File: src/hw/rtl/note_track_voice_allocator_defines.svh
// assertion macros for the note track voice allocator
// used by the queue and the back end; no other dependencies
`ifndef NOTE_TRACK_VOICE_ALLOCATOR_DEFINES_SVH
`define NOTE_TRACK_VOICE_ALLOCATOR_DEFINES_SVH

`ifndef SYNTHESIS

// same-cycle implication
`define NTVA_ASSERT_IMP(name, clk, rst, ante, cons) \
  name: assert property (@(posedge clk) disable iff (rst) (ante) |-> (cons)) \
    else $error("ntva assertion failed");

// next-cycle implication
`define NTVA_ASSERT_NXT(name, clk, rst, ante, cons) \
  name: assert property (@(posedge clk) disable iff (rst) (ante) |=> (cons)) \
    else $error("ntva assertion failed");

`else

`define NTVA_ASSERT_IMP(name, clk, rst, ante, cons)
`define NTVA_ASSERT_NXT(name, clk, rst, ante, cons)

`endif

`endif

File: src/hw/rtl/ntva_pkg.sv
// types, constants and helpers shared by the voice allocator modules
// no dependencies
`timescale 1ns / 1ps
`default_nettype none

package ntva_pkg;

  localparam int unsigned NOTE_W  = 7;
  localparam int unsigned INSTR_W = 8;
  localparam int unsigned TRACK_W = 5;
  localparam int unsigned VEL_W   = 7;
  localparam int unsigned BYTE_W  = 8;

  localparam int unsigned CFG_IDX_W  = 3;
  localparam int unsigned CFG_DATA_W = 8;

  localparam int unsigned DEF_MAX_TRACK_COUNT = 32;
  localparam int unsigned QUEUE_DEPTH         = 2;

  localparam logic [NOTE_W-1:0]  FREE_NOTE  = 7'd120;
  localparam logic [NOTE_W-1:0]  NOFF_NOTE  = 7'd120;
  localparam logic [NOTE_W-1:0]  TOP_NOTE   = 7'd119;
  localparam logic [VEL_W-1:0]   NO_MAP_VEL = 7'd127;
  localparam logic [INSTR_W-1:0] DEF_INSTR  = 8'd255;
  localparam logic [8:0]         OCT_SEMIS  = 9'd12;

  // floor(a / 127) == (a * RECIP_127) >> RECIP_SHIFT for a below 2**15
  localparam logic [15:0] RECIP_127   = 16'd33027;
  localparam int unsigned RECIP_SHIFT = 22;

  localparam logic       OP_STOP = 1'b1;
  localparam logic [1:0] VM_CMD  = 2'd1;
  localparam logic [1:0] VM_INS  = 2'd2;

  typedef enum logic [CFG_IDX_W-1:0] {
    CFG_TRACK_COUNT = 3'd0,
    CFG_MULTI_KEY   = 3'd1,
    CFG_OCTAVE      = 3'd2,
    CFG_DEF_INSTR   = 3'd3,
    CFG_VEL_MODE    = 3'd4,
    CFG_VEL_FROM    = 3'd5,
    CFG_VEL_TO      = 3'd6,
    CFG_VEL_CMD     = 3'd7
  } cfg_index_t;

  typedef struct packed {
    logic [5:0]         track_count;
    logic               multi_key;
    logic [3:0]         octave;
    logic [INSTR_W-1:0] default_instrument;
    logic [1:0]         velocity_mode;
    logic [BYTE_W-1:0]  velocity_from;
    logic [BYTE_W-1:0]  velocity_to;
    logic [BYTE_W-1:0]  velocity_command;
  } cfg_t;

  localparam cfg_t CFG_RESET = '{
    track_count:        6'd16,
    multi_key:          1'b1,
    octave:             4'd4,
    default_instrument: 8'd0,
    velocity_mode:      2'd0,
    velocity_from:      8'd0,
    velocity_to:        8'd255,
    velocity_command:   8'd12
  };

  typedef struct packed {
    logic               op;
    logic [NOTE_W-1:0]  note_in;
    logic [INSTR_W-1:0] instrument_in;
    logic [VEL_W-1:0]   velocity;
    logic               transpose;
  } in_item_t;

  typedef struct packed {
    logic [TRACK_W-1:0] track;
    logic [NOTE_W-1:0]  note_out;
    logic [INSTR_W-1:0] instrument_out;
    logic [BYTE_W-1:0]  command;
    logic [BYTE_W-1:0]  parameter_res;
    logic               last;
  } result_t;

  // classified item handed from front to back
  typedef struct packed {
    logic               op;
    logic [NOTE_W-1:0]  note;
    logic [INSTR_W-1:0] ins;
    logic [INSTR_W-1:0] out_ins;
    logic [BYTE_W-1:0]  command;
    logic [BYTE_W-1:0]  param;
  } cmd_t;

  typedef enum logic [1:0] {
    F_IDLE,
    F_MUL,
    F_DIV,
    F_PUSH
  } front_state_t;

  typedef enum logic [1:0] {
    B_IDLE,
    B_SCAN,
    B_NOTEON,
    B_FINISH
  } back_state_t;

  typedef enum logic [1:0] {
    PH_STOP1,
    PH_SEARCH,
    PH_PEEK,
    PH_STOP2
  } scan_phase_t;

  function automatic logic [INSTR_W-1:0] pick_instr(input logic [INSTR_W-1:0] ins,
                                                    input logic [INSTR_W-1:0] dflt);
    return (ins != DEF_INSTR) ? ins : dflt;
  endfunction

endpackage

`default_nettype wire

File: src/hw/rtl/note_track_voice_allocator.sv
// the back end takes one item at a time and walks the tracks in use through its
// one-port track table: a stop item needs a stop scan; a play item adds a free-track
// search (multi key only), a peek at the target and, if that track sounds, a second stop scan
// the front end takes the next item while the back end works, up to a queue of two
// reset: registers to defaults, every track free, last track zero; results are never held off
`timescale 1ns / 1ps
`default_nettype none

module note_track_voice_allocator import ntva_pkg::*; #(
  parameter int unsigned MAX_TRACK_COUNT = DEF_MAX_TRACK_COUNT
) (
  input  wire logic                  clk,
  input  wire logic                  rst,
  input  wire logic                  start,
  output logic                       busy,
  input  wire in_item_t              item,
  output logic                       result_strobe,
  output result_t                    result,
  input  wire logic                  cfg_we,
  input  wire logic [CFG_IDX_W-1:0]  cfg_idx,
  input  wire logic [CFG_DATA_W-1:0] cfg_wdata
);

  cfg_t cfg;
  logic q_full, q_empty, q_push, q_pop;
  cmd_t q_in, q_out;

  always_ff @(posedge clk) begin
    if (rst) begin
      cfg <= CFG_RESET;
    end else if (cfg_we) begin
      case (cfg_index_t'(cfg_idx))
        CFG_TRACK_COUNT: cfg.track_count        <= cfg_wdata[5:0];
        CFG_MULTI_KEY:   cfg.multi_key          <= cfg_wdata[0];
        CFG_OCTAVE:      cfg.octave             <= cfg_wdata[3:0];
        CFG_DEF_INSTR:   cfg.default_instrument <= cfg_wdata;
        CFG_VEL_MODE:    cfg.velocity_mode      <= cfg_wdata[1:0];
        CFG_VEL_FROM:    cfg.velocity_from      <= cfg_wdata;
        CFG_VEL_TO:      cfg.velocity_to        <= cfg_wdata;
        CFG_VEL_CMD:     cfg.velocity_command   <= cfg_wdata;
        default: begin
        end
      endcase
    end
  end

  ntva_front u_front (
    .clk       (clk),
    .rst       (rst),
    .cfg       (cfg),
    .start     (start),
    .item      (item),
    .busy      (busy),
    .q_full    (q_full),
    .push      (q_push),
    .push_data (q_in)
  );

  ntva_queue u_queue (
    .clk       (clk),
    .rst       (rst),
    .push      (q_push),
    .push_data (q_in),
    .full      (q_full),
    .pop       (q_pop),
    .pop_data  (q_out),
    .empty     (q_empty)
  );

  ntva_back #(
    .MAX_TRACK_COUNT (MAX_TRACK_COUNT)
  ) u_back (
    .clk           (clk),
    .rst           (rst),
    .cfg           (cfg),
    .q_empty       (q_empty),
    .q_data        (q_out),
    .q_pop         (q_pop),
    .result_strobe (result_strobe),
    .result        (result)
  );

endmodule

`default_nettype wire

File: src/hw/rtl/ntva_front.sv
// front end: takes an item, transposes it, maps velocity and pushes a command
// depends on ntva_pkg
`timescale 1ns / 1ps
`default_nettype none

module ntva_front import ntva_pkg::*; (
  input  wire logic     clk,
  input  wire logic     rst,
  input  wire cfg_t     cfg,
  input  wire logic     start,
  input  wire in_item_t item,
  output logic          busy,
  input  wire logic     q_full,
  output logic          push,
  output cmd_t          push_data
);

  front_state_t state, state_next;

  logic               op_q;
  logic [NOTE_W-1:0]  note_q;
  logic [INSTR_W-1:0] ins_q;
  logic [VEL_W-1:0]   vel_q;
  logic signed [16:0] prod;
  logic [7:0]         quot;
  logic               neg;

  logic [8:0]         note_sum;
  logic [NOTE_W-1:0]  note_x;
  logic signed [8:0]  diff;
  logic signed [16:0] diff_x;
  logic signed [16:0] vel_x;
  logic signed [16:0] mag_x;
  logic [30:0]        qprod;
  logic signed [10:0] from_s;
  logic signed [10:0] q_s;
  logic signed [10:0] m_s;
  logic [7:0]         mapped;
  logic               map_on;

  // transposition: only notes below the special range move
  always_comb begin
    note_sum = 9'(item.note_in) + 9'(cfg.octave) * OCT_SEMIS;
    if (item.note_in >= FREE_NOTE) begin
      note_x = item.note_in;
    end else if (!item.transpose) begin
      note_x = item.note_in;
    end else if (note_sum > 9'(TOP_NOTE)) begin
      note_x = TOP_NOTE;
    end else begin
      note_x = note_sum[NOTE_W-1:0];
    end
  end

  always_comb begin
    diff   = $signed({1'b0, cfg.velocity_to}) - $signed({1'b0, cfg.velocity_from});
    diff_x = 17'(diff);
    vel_x  = $signed(17'(vel_q));
    mag_x  = prod[16] ? -prod : prod;
    qprod  = 31'(mag_x[14:0]) * 31'(RECIP_127);
  end

  // from + trunc((to - from) * vel / 127), limited to a byte
  always_comb begin
    from_s = $signed(11'(cfg.velocity_from));
    q_s    = $signed(11'(quot));
    m_s    = neg ? (from_s - q_s) : (from_s + q_s);
    if (m_s < 0) begin
      mapped = 8'd0;
    end else if (m_s > 11'sd255) begin
      mapped = 8'd255;
    end else begin
      mapped = m_s[7:0];
    end
    map_on = (vel_q != NO_MAP_VEL) &&
             ((cfg.velocity_mode == VM_CMD) || (cfg.velocity_mode == VM_INS));
  end

  always_comb begin
    push_data.op      = op_q;
    push_data.note    = note_q;
    push_data.ins     = ins_q;
    push_data.out_ins = (map_on && cfg.velocity_mode == VM_INS) ? mapped : ins_q;
    push_data.command = (map_on && cfg.velocity_mode == VM_CMD) ? cfg.velocity_command : '0;
    push_data.param   = (map_on && cfg.velocity_mode == VM_CMD) ? mapped : '0;
  end

  always_comb begin
    state_next = state;
    push       = 1'b0;
    case (state)
      F_IDLE: begin
        if (start) begin
          state_next = F_MUL;
        end
      end
      F_MUL: begin
        state_next = F_DIV;
      end
      F_DIV: begin
        state_next = F_PUSH;
      end
      F_PUSH: begin
        if (!q_full) begin
          push       = 1'b1;
          state_next = F_IDLE;
        end
      end
      default: begin
        state_next = F_IDLE;
      end
    endcase
  end

  assign busy = (state != F_IDLE);

  always_ff @(posedge clk) begin
    if (rst) begin
      state <= F_IDLE;
    end else begin
      state <= state_next;
    end
  end

  always_ff @(posedge clk) begin
    if (state == F_IDLE && start) begin
      op_q   <= item.op;
      note_q <= note_x;
      ins_q  <= pick_instr(item.instrument_in, cfg.default_instrument);
      vel_q  <= item.velocity;
    end
    if (state == F_MUL) begin
      prod <= diff_x * vel_x;
    end
    if (state == F_DIV) begin
      quot <= 8'(qprod >> RECIP_SHIFT);
      neg  <= prod[16];
    end
  end

endmodule

`default_nettype wire

File: src/hw/rtl/ntva_queue.sv
// short command queue between front and back end
// depends on ntva_pkg and the assertion macro header
`timescale 1ns / 1ps
`default_nettype none
`include "note_track_voice_allocator_defines.svh"

module ntva_queue import ntva_pkg::*; (
  input  wire logic clk,
  input  wire logic rst,
  input  wire logic push,
  input  wire cmd_t push_data,
  output logic      full,
  input  wire logic pop,
  output cmd_t      pop_data,
  output logic      empty
);

  localparam int unsigned PW = (QUEUE_DEPTH > 1) ? $clog2(QUEUE_DEPTH) : 1;
  localparam int unsigned CW = $clog2(QUEUE_DEPTH + 1);

  cmd_t            slots [QUEUE_DEPTH];
  logic [PW-1:0]   wptr, rptr;
  logic [CW-1:0]   count;

  function automatic logic [PW-1:0] bump(input logic [PW-1:0] p);
    return (32'(p) == QUEUE_DEPTH - 1) ? '0 : PW'(32'(p) + 1);
  endfunction

  assign full     = (count == CW'(QUEUE_DEPTH));
  assign empty    = (count == '0);
  assign pop_data = slots[rptr];

  always_ff @(posedge clk) begin
    if (push) begin
      slots[wptr] <= push_data;
    end
  end

  always_ff @(posedge clk) begin
    if (rst) begin
      wptr  <= '0;
      rptr  <= '0;
      count <= '0;
    end else begin
      if (push) begin
        wptr <= bump(wptr);
      end
      if (pop) begin
        rptr <= bump(rptr);
      end
      case ({push, pop})
        2'b10:   count <= count + CW'(1);
        2'b01:   count <= count - CW'(1);
        default: count <= count;
      endcase
    end
  end

  `NTVA_ASSERT_IMP(a_count_bound, clk, rst, 1'b1, count <= CW'(QUEUE_DEPTH))
  `NTVA_ASSERT_NXT(a_push_fills, clk, rst, push && !pop, !empty)

endmodule

`default_nettype wire

File: src/hw/rtl/ntva_back.sv
// back end: track table, stop/search/steal scans and result sequencing
// depends on ntva_pkg and the assertion macro header
`timescale 1ns / 1ps
`default_nettype none
`include "note_track_voice_allocator_defines.svh"

module ntva_back import ntva_pkg::*; #(
  parameter int unsigned MAX_TRACK_COUNT = DEF_MAX_TRACK_COUNT
) (
  input  wire logic clk,
  input  wire logic rst,
  input  wire cfg_t cfg,
  input  wire logic q_empty,
  input  wire cmd_t q_data,
  output logic      q_pop,
  output logic      result_strobe,
  output result_t   result
);

  localparam int unsigned IDXW = (MAX_TRACK_COUNT > 1) ? $clog2(MAX_TRACK_COUNT) : 1;
  localparam int unsigned CNTW = $clog2(MAX_TRACK_COUNT + 1);
  localparam int unsigned WW   = CNTW + 1;

  back_state_t state, state_next;
  scan_phase_t phase, phase_next;

  cmd_t               cur, cur_next;
  logic [NOTE_W-1:0]  key_note, key_note_next;
  logic [INSTR_W-1:0] key_ins, key_ins_next;
  logic [IDXW-1:0]    issue_idx, issue_idx_next;
  logic [CNTW-1:0]    issue_cnt, issue_cnt_next;
  logic               rd_vld, rd_vld_next;
  logic [IDXW-1:0]    rd_idx, rd_idx_next;
  logic               found, found_next;
  logic [IDXW-1:0]    tgt, tgt_next;
  logic               steal, steal_next;
  logic [IDXW-1:0]    last_track, last_track_next;
  logic               pend_vld, pend_vld_next;
  result_t            pend, pend_next;
  logic               out_vld, out_vld_next;
  result_t            out_res, out_res_next;

  // track table; a track without its valid bit reads as free
  logic [NOTE_W-1:0]          mem_note [MAX_TRACK_COUNT];
  logic [INSTR_W-1:0]         mem_ins  [MAX_TRACK_COUNT];
  logic [MAX_TRACK_COUNT-1:0] ent_vld;
  logic [NOTE_W-1:0]          rd_note;
  logic [INSTR_W-1:0]         rd_ins;
  logic                       rd_ent;

  logic               mem_re, mem_we, vld_clr;
  logic               emit_req;
  result_t            emit_res;
  logic               scan_done;
  logic [CNTW-1:0]    tc_eff;
  logic [WW-1:0]      nxt_wide, lt_wide;
  logic [IDXW-1:0]    search_start;
  logic [NOTE_W-1:0]  hn;
  logic [INSTR_W-1:0] hi;

  always_comb begin
    if (cfg.track_count == '0) begin
      tc_eff = CNTW'(1);
    end else if (7'(cfg.track_count) > 7'(MAX_TRACK_COUNT)) begin
      tc_eff = CNTW'(MAX_TRACK_COUNT);
    end else begin
      tc_eff = CNTW'(cfg.track_count);
    end
    nxt_wide = WW'(issue_idx) + WW'(1);
    lt_wide  = WW'(last_track) + WW'(1);
    // round robin starts after the last track, or at zero when that is out of range
    search_start = (lt_wide < WW'(tc_eff)) ? IDXW'(lt_wide) : '0;
    hn = rd_ent ? rd_note : FREE_NOTE;
    hi = rd_ent ? rd_ins : DEF_INSTR;
  end

  assign mem_re    = (state == B_SCAN) && (issue_cnt != '0) && !found;
  assign scan_done = ((issue_cnt == '0) || found) && !rd_vld;

  always_comb begin
    state_next      = state;
    phase_next      = phase;
    cur_next        = cur;
    key_note_next   = key_note;
    key_ins_next    = key_ins;
    issue_idx_next  = issue_idx;
    issue_cnt_next  = issue_cnt;
    rd_vld_next     = 1'b0;
    rd_idx_next     = rd_idx;
    found_next      = found;
    tgt_next        = tgt;
    steal_next      = steal;
    last_track_next = last_track;
    pend_vld_next   = pend_vld;
    pend_next       = pend;
    out_vld_next    = 1'b0;
    out_res_next    = out_res;
    q_pop           = 1'b0;
    mem_we          = 1'b0;
    vld_clr         = 1'b0;
    emit_req        = 1'b0;
    emit_res        = '0;

    case (state)
      B_IDLE: begin
        if (!q_empty) begin
          q_pop          = 1'b1;
          cur_next       = q_data;
          key_note_next  = q_data.note;
          key_ins_next   = q_data.ins;
          state_next     = B_SCAN;
          phase_next     = PH_STOP1;
          issue_idx_next = '0;
          issue_cnt_next = tc_eff;
          found_next     = 1'b0;
        end
      end

      B_SCAN: begin
        // address stage
        if (mem_re) begin
          rd_vld_next    = 1'b1;
          rd_idx_next    = issue_idx;
          issue_cnt_next = issue_cnt - CNTW'(1);
          issue_idx_next = (nxt_wide == WW'(tc_eff)) ? '0 : IDXW'(nxt_wide);
        end
        // data stage
        if (rd_vld) begin
          case (phase)
            PH_STOP1, PH_STOP2: begin
              if (hn == key_note && hi == key_ins) begin
                vld_clr                 = 1'b1;
                emit_req                = 1'b1;
                emit_res.track          = TRACK_W'(rd_idx);
                emit_res.note_out       = NOFF_NOTE;
                emit_res.instrument_out = key_ins;
              end
            end
            PH_SEARCH: begin
              if (!found && hn == FREE_NOTE) begin
                found_next = 1'b1;
                tgt_next   = rd_idx;
              end
            end
            PH_PEEK: begin
              // a sounding track is stopped as held, no second transposition
              steal_next    = (hn < FREE_NOTE);
              key_note_next = hn;
              key_ins_next  = pick_instr(hi, cfg.default_instrument);
            end
            default: begin
            end
          endcase
        end
        // phase change once the last read has drained
        if (scan_done) begin
          case (phase)
            PH_STOP1: begin
              if (cur.op == OP_STOP) begin
                state_next = B_FINISH;
              end else if (cfg.multi_key) begin
                phase_next     = PH_SEARCH;
                issue_idx_next = search_start;
                issue_cnt_next = tc_eff;
                found_next     = 1'b0;
                tgt_next       = '0;
              end else begin
                phase_next     = PH_PEEK;
                tgt_next       = '0;
                issue_idx_next = '0;
                issue_cnt_next = CNTW'(1);
              end
            end
            PH_SEARCH: begin
              // no free track leaves the target at zero
              phase_next     = PH_PEEK;
              issue_idx_next = tgt;
              issue_cnt_next = CNTW'(1);
              found_next     = 1'b0;
            end
            PH_PEEK: begin
              if (steal) begin
                phase_next     = PH_STOP2;
                issue_idx_next = '0;
                issue_cnt_next = tc_eff;
              end else begin
                state_next = B_NOTEON;
              end
            end
            PH_STOP2: begin
              state_next = B_NOTEON;
            end
            default: begin
              state_next = B_FINISH;
            end
          endcase
        end
      end

      B_NOTEON: begin
        mem_we                  = 1'b1;
        last_track_next         = tgt;
        emit_req                = 1'b1;
        emit_res.track          = TRACK_W'(tgt);
        emit_res.note_out       = cur.note;
        emit_res.instrument_out = cur.out_ins;
        emit_res.command        = cur.command;
        emit_res.parameter_res  = cur.param;
        state_next              = B_FINISH;
      end

      B_FINISH: begin
        if (pend_vld) begin
          out_vld_next      = 1'b1;
          out_res_next      = pend;
          out_res_next.last = 1'b1;
          pend_vld_next     = 1'b0;
        end
        state_next = B_IDLE;
      end

      default: begin
        state_next = B_IDLE;
      end
    endcase

    // one result held back so the final one can carry the last flag
    if (emit_req) begin
      if (pend_vld) begin
        out_vld_next = 1'b1;
        out_res_next = pend;
      end
      pend_next     = emit_res;
      pend_vld_next = 1'b1;
    end
  end

  always_ff @(posedge clk) begin
    if (mem_we) begin
      mem_note[tgt] <= cur.note;
      mem_ins[tgt]  <= cur.ins;
    end
    if (mem_re) begin
      rd_note <= mem_note[issue_idx];
      rd_ins  <= mem_ins[issue_idx];
      rd_ent  <= ent_vld[issue_idx];
    end
  end

  always_ff @(posedge clk) begin
    if (rst) begin
      ent_vld <= '0;
    end else begin
      if (mem_we) begin
        ent_vld[tgt] <= 1'b1;
      end
      if (vld_clr) begin
        ent_vld[rd_idx] <= 1'b0;
      end
    end
  end

  always_ff @(posedge clk) begin
    if (rst) begin
      state      <= B_IDLE;
      phase      <= PH_STOP1;
      issue_cnt  <= '0;
      rd_vld     <= 1'b0;
      found      <= 1'b0;
      last_track <= '0;
      pend_vld   <= 1'b0;
      out_vld    <= 1'b0;
    end else begin
      state      <= state_next;
      phase      <= phase_next;
      issue_cnt  <= issue_cnt_next;
      rd_vld     <= rd_vld_next;
      found      <= found_next;
      last_track <= last_track_next;
      pend_vld   <= pend_vld_next;
      out_vld    <= out_vld_next;
    end
  end

  always_ff @(posedge clk) begin
    cur       <= cur_next;
    key_note  <= key_note_next;
    key_ins   <= key_ins_next;
    issue_idx <= issue_idx_next;
    rd_idx    <= rd_idx_next;
    tgt       <= tgt_next;
    steal     <= steal_next;
    pend      <= pend_next;
    out_res   <= out_res_next;
  end

  assign result_strobe = out_vld;
  assign result        = out_res;

  `NTVA_ASSERT_IMP(a_idle_no_pending, clk, rst, state == B_IDLE, !pend_vld)
  `NTVA_ASSERT_IMP(a_last_then_idle, clk, rst, out_vld && out_res.last, state == B_IDLE)
  `NTVA_ASSERT_IMP(a_target_in_range, clk, rst, state == B_SCAN && phase == PH_SEARCH && found, WW'(tgt) < WW'(tc_eff))

endmodule

`default_nettype wire

File: config.mk
export PLATFORM = sky130hd
export DESIGN_NAME = note_track_voice_allocator
export DESIGN_NICKNAME = d
export VERILOG_FILES = /design/src/hw/rtl/ntva_pkg.sv /design/src/hw/rtl/note_track_voice_allocator.sv /design/src/hw/rtl/ntva_front.sv /design/src/hw/rtl/ntva_queue.sv /design/src/hw/rtl/ntva_back.sv
export VERILOG_INCLUDE_DIRS = /design/src /design/src/hw/rtl
export SDC_FILE = /design/constraint.sdc
export NUM_CORES = 1
export LEC_CHECK = 0
export BUFFER_PORTS_ARGS = -buffer_cell sky130_fd_sc_hd__buf_4
export CAP_MARGIN = 20
export CORE_AREA = 10 10 313 315
export DETAILED_ROUTE_END_ITERATION = 16
export DIE_AREA = 0 0 323 325
export GPL_TIMING_DRIVEN = 0
export MAX_ROUTING_LAYER = met4
export PLACE_DENSITY = 0.63
export SETUP_SLACK_MARGIN = 0.1
export SLEW_MARGIN = 20
export SYNTH_ARGS = -nofsm -noshare
export SYNTH_HDL_FRONTEND = slang
export SYNTH_SLANG_ARGS = --single-unit
export TNS_END_PERCENT = 20
File: constraint.sdc
create_clock -name clk -period 8.84 [get_ports clk]
set_clock_uncertainty 0.05 [all_clocks]
set_input_delay 0.442 -clock clk [delete_from_list [all_inputs] [get_ports clk]]
set_output_delay 0.442 -clock clk [all_outputs]
set_load 0.1 [all_outputs]
======== Word-level counts from Yosys, hierarchy flattened ========
Memories as Yosys holds them, arrays and structs flattened. A register that Yosys moved wholly into a read port is not among the register bits.
Cells that the tools add are included.
cells by class
  eq/ne operators ......................... 40
  bitwise gates (word level) .............. 5
  multiply operators ...................... 3
  mux-type cells .......................... 116
  $lt $le $gt $ge ......................... 12
  reduce and logical (&&, ||, !) cells .... 45
  add/sub/neg operators ................... 12
operator list
  operator                count
  $mux 37                 4
  $mux 32                 3
  $mux 8                  11
  $mux 5                  14
  $mux 20                 3
  $mux 7                  7
  $mux 6                  8
  $pmux 20 s2             1
  $mux 1                  34
  $and 32x32->32          1
  $not 32->32             1
  $or 32x32->32           1
  $mul 15x16->30 const B  1
  $reduce_and 2->1        12
  $mux 2                  11
  $eq 2x2->1 const B      9
  $lt 5x6->1 const B      3
  $pmux 6 s3              1
  $sub 8x8->9             2
  $mul 9x8->17            1
  $ne 8x8->1 const B      2
  $pmux 2 s4              2
  $pmux 8 s2              1
  $mux 15                 1
  55 further kinds        99
word-level totals
  memories ................................ 3
  memory bits (writable) .................. 560
  word-level logic and storage cells ...... 288
  bits in registers ....................... 296
memory list
  name             words  width  rd ports  clocked after memory_dff  write ports  line              RTL
  u_back.mem_ins   32     8      1         1                         1            ntva_back.sv:45   logic [INSTR_W-1:0] mem_ins [MAX_TRACK_COUNT];
  u_back.mem_note  32     7      1         1                         1            ntva_back.sv:44   logic [NOTE_W-1:0] mem_note [MAX_TRACK_COUNT];
  u_queue.slots    2      40     1         1                         1            ntva_queue.sv:21  cmd_t slots [QUEUE_DEPTH];

======== Longest topological paths before layout ========
  depth after elaboration ................. 11
  depth in mapped cells ................... 25
  depth with buffers taken out ............ 24

======== Cells and area by module ========
A second synthesis with hierarchy kept.
unflattened totals
  cell total of the unflattened synthesis .. 2755
  area, all modules ....................... 41427.2 um^2
by module, submodules not included
  module                      area each (um^2)  instances  seq. area each (um^2)  cells each
  ntva_back                   28064.4           1          20239.4                1531
  ntva_front                  8464.4            1          1481.4                 908
  ntva_queue                  3078.0            1          2502.4                 146
  note_track_voice_allocator  1820.5            1          900.9                  170

======== Least setup slack after synthesis ========
OpenSTA, ideal clock, no wires.
  kind .................................... flip-flop to flip-flop
  start ................................... reg cfg[17] (netlist name)
  end ..................................... reg u_front.prod[16], data pin
  setup slack ............................. 2792 ps
  data required time ...................... 8530 ps
  data arrival time ....................... 5738 ps
  period minus slack after synthesis ...... 6048 ps
  setup time .............................. 260 ps
  cell stages (with the launch flop) ...... 23
  cell sequence ........................... dfxtp_1 -> inv_1 -> fa_1 -> a21o_1 -> a21oi_1 -> o21bai_1 -> a21oi_1 -> nor2_1 -> a211oi_1 -> clkbuf_1 -> nand2_1 -> fa_1 -> inv_1 -> fa_1 -> fa_1 -> inv_1 -> fa_1 -> inv_1 -> ha_1 -> and3_1 -> a211oi_1 -> o21ai_0 -> xnor2_1
between the ends
  word-level cells in the longest chain between the ends .. 2
ends and longest elaborated chain
  item                    line               RTL
  $sub 8x8->9             ntva_front.sv:56   diff = $signed({1'b0, cfg.velocity_to}) - $signed({1'b0, cfg.velocity_from});
  $mul 9x8->17            ntva_front.sv:133  prod <= diff_x * vel_x;
  end signal: assignment  ntva_front.sv:133
  end: declaration        ntva_front.sv:24   logic signed [16:0] prod;
Every way passes these cells.
A chain may end at the register's enable or synchronous reset.

======== Worst setup path after layout ========
  start ................................... reg cfg[17] (netlist name)
  end ..................................... reg u_front.prod[16], data pin
between the ends
  word-level cells in the longest chain between the ends .. 2
ends and longest elaborated chain
  item          line
  $sub 8x8->9   ntva_front.sv:56
  $mul 9x8->17  ntva_front.sv:133
Every way passes these cells.

==> out/metrics.cfg <==
[clock_tree]
post_cts_resized = 0
postCtsHoldBufs = 14
h-tree-depth = 3
root_buffer = clkbuf_16
cts_setup_buffers = 0
cts_made_buffers = 94
cts_buffer_depth = 3
clock_latency_ns = 0.67
clk_pin_slew_worst_paths_ns = 0.06
cts.sinks = 871
tritoncts = built

[setup_path]
end_kind = register
cp.arrival_ns = 7.64
path_max_fanout = 10
critPathRequiredTime_ns = 9.22
criticalPathCategory = register to register
worstSetupStartpointType = register

[timing]
tightest_slew_ns = 1.08
fin_crit_sh = 0.821
rsz0062_at_grt = false
setup_viol = 0
finalHoldViolations = 0
relSlewSlack = 0.279
fin_setup_tns_ns = 0
fin_crit_ns = 7.26
max_freq_mhz = 138
slew_viol_final = 0

[floorplan]
die_y_um = 325
fp.dieW_um = 323
rows = 111
die_area_mm2 = 0.105
start_util = 0.446
num_io_pins = 78
core_mm2 = 0.0914

[detailed_routing]
firstDrtPassIters = 6
ant_nets = 0
drc = 0
drt-initial-drc-count = 2170
num_vias = 24100
drt-total-wl_mm = 102
post_drt_wl_per_cell_um = 24.0
routed_via_density = 5.66

[cells_and_area]
final_cells = 4254
layout.cells.most_common = edfxtp_1
final_cell_mix = edfxtp_1 (768), ha_1 (190), inv_1 (186), mux4_2 (160), nand2_1 (155)
stdcell_area_mm2 = 0.0470
drive_gt1_frac = 0.188
fin_nets = 3275
syn_to_final_growth_pct = 15.3

[yosys]
synth_fp_nets = 3036
avgSynthCellArea_um2 = 14.9
synth_edf_count = 768
synth_seq_cells = 871
netlist_instances = 2742
syn-cell-area_mm2 = 0.0408
yosys_warnings = 0
ys_types = 77
ys_seq_area_frac = 0.616
dominantRegCellSynth = edfxtp_1
async_flop_share = 0

[power_and_ir_drop]
max-vdd-ir-drop_uv = 929
sw_frac_of_total = 0.392
power_mw = 18.7
seqPwrFrac = 0.300
power.density_mw_per_mm2 = 397
p_int_mw = 11.3
combPwrFrac = 0.490
p_clk_frac = 0.210
p_switching_mw = 7.31
leakage_nw = 16.6

[placement]
place_area_mm2 = 0.0437
port_buffers = 75
dp_hpwl_mm = 75.9
place.gp.congestion = 0.917
place_inst = 4052

[global_route]
grt_use_total = 0.200
grt_start_max_net_pins = 38
first_global_vias = 24800
grt_first_pass_wirelength_mm = 155
grt.overflow.total = 0
antenna_found_initial = 8

[job]
drv_cap = 0

[run_status]
status = finished clean

[min_path]
min_path_type = primary input to register

## sequential cells by signal (all words and copies together), names as in the netlist, 6 cells and up, named ones only
signal            flops
cfg                  45
u_back.cur           40
u_back.mem_note     224
u_back.rd_ins         8
u_back.ent_vld       32
u_back.mem_ins      256
u_front.vel_q         7
u_front.quot          8
u_queue.slots        80
u_back.rd_note        7
u_front.ins_q         8
u_back.pend          36
u_back.key_ins        8
u_front.note_q        7
u_back.issue_cnt      6
u_back.key_note       7
u_front.prod         16
## critical path: stages (launching register included)
cell	delay [ns]
dfxtp_1	0.53
inv_1	0.14
fa_1	0.45
a21o_1	0.21
a21oi_1	0.23
o21bai_1	0.10
a21oi_1	0.24
nor2_1	0.08
a211oi_1	0.65
clkbuf_1	0.36
nand2_1	0.18
fa_1	0.55
inv_1	0.05
fa_1	0.47
fa_1	0.56
inv_1	0.06
fa_1	0.53
inv_1	0.04
ha_1	0.36
and3_1	0.18
a211oi_1	0.44
o21ai_0	0.19
xnor2_1	0.35
## kinds of logic after synthesis
group,share of synthesized area
xor gates and xnor gates,0.0129
buffers and inverters,0.0286
adders and majority gates,0.0902
and+or+nand+nor,0.0733
muxes,0.118
DFF,0.616
AOI/OAI and AO/OA,0.0606
## cells in the mapped netlist, types with 22 or more instances
cell | n | area, µm²
fa_1 | 65 | 1300
nor2_1 | 178 | 668
clkbuf_1 | 79 | 297
nand2_1 | 155 | 582
mux4_2 | 160 | 3600
xnor2_1 | 41 | 359
o21ai_0 | 58 | 290
nor2b_1 | 50 | 313
o21bai_1 | 31 | 233
edfxtp_1 | 768 | 23100
and2_1 | 77 | 482
dfxtp_1 | 103 | 2060
a31oi_1 | 27 | 169
mux2i_1 | 55 | 551
nand2b_1 | 22 | 138
mux2_2 | 60 | 676
nand3_1 | 25 | 125
ha_1 | 190 | 2380
inv_1 | 188 | 706
a21oi_1 | 98 | 490
## through the flow
step	utilization	setup slack, ns	hold slack, ns
5_1_grt	0.514	1.00	0.0438
3_5_place_dp	0.478	1.54	0.381
2_1_floorplan	-	2.79	0.371
3_3_place_gp	0.469	1.58	0.382
6_report	0.515	1.58	0.0492
4_1_cts	0.513	1.47	0.0164
## final cells by class
type	count	area (µm²)
fillers	7477	44400
repair buffers	143	1510
plain buffers	112	459
diodes	10	25.0
inverters	190	713
well taps	1186	1480
flip-flops and latches	871	25100
multi-input cells	1569	14600
clock buffers	121	2550
clock inverters	52	561
## power groups by stage
stage | Combinational [mW] | Sequential (mW) | Clock (mW)
final | 9.14 | 5.60 | 3.92
after CTS | 9.19 | 5.63 | 3.98
after global placement | 8.69 | 5.79 | 0
after detailed placement | 9.08 | 5.71 | 0
after floorplan | 6.23 | 5.70 | 0
after global routing | 10.3 | 5.64 | 4.15
## layer usage
metal / up-vias / GRT usage / routed length (µm)
li1: 10800 / - / -
met1: 12300 / 0.252 / 42100
met2: 800 / 0.328 / 50500
met3: 160 / 0.0349 / 6340
met4: 0 / 0.0656 / 3180
met5: - / - / 0
## path summary, 6_finish.rpt
path,startpoint,endpoint,slack [ns],depth (start not counted)
max reg2reg,cfg[17],u_front.prod[16],1.58,22
min reg2reg,u_front.note_q[1],u_queue.slots[0][33],0.39,0
min,cfg_wdata[1],cfg[17],0.05,3
max,cfg[17],u_front.prod[16],1.58,22
Note: power is estimated with default switching activity, not from simulation.
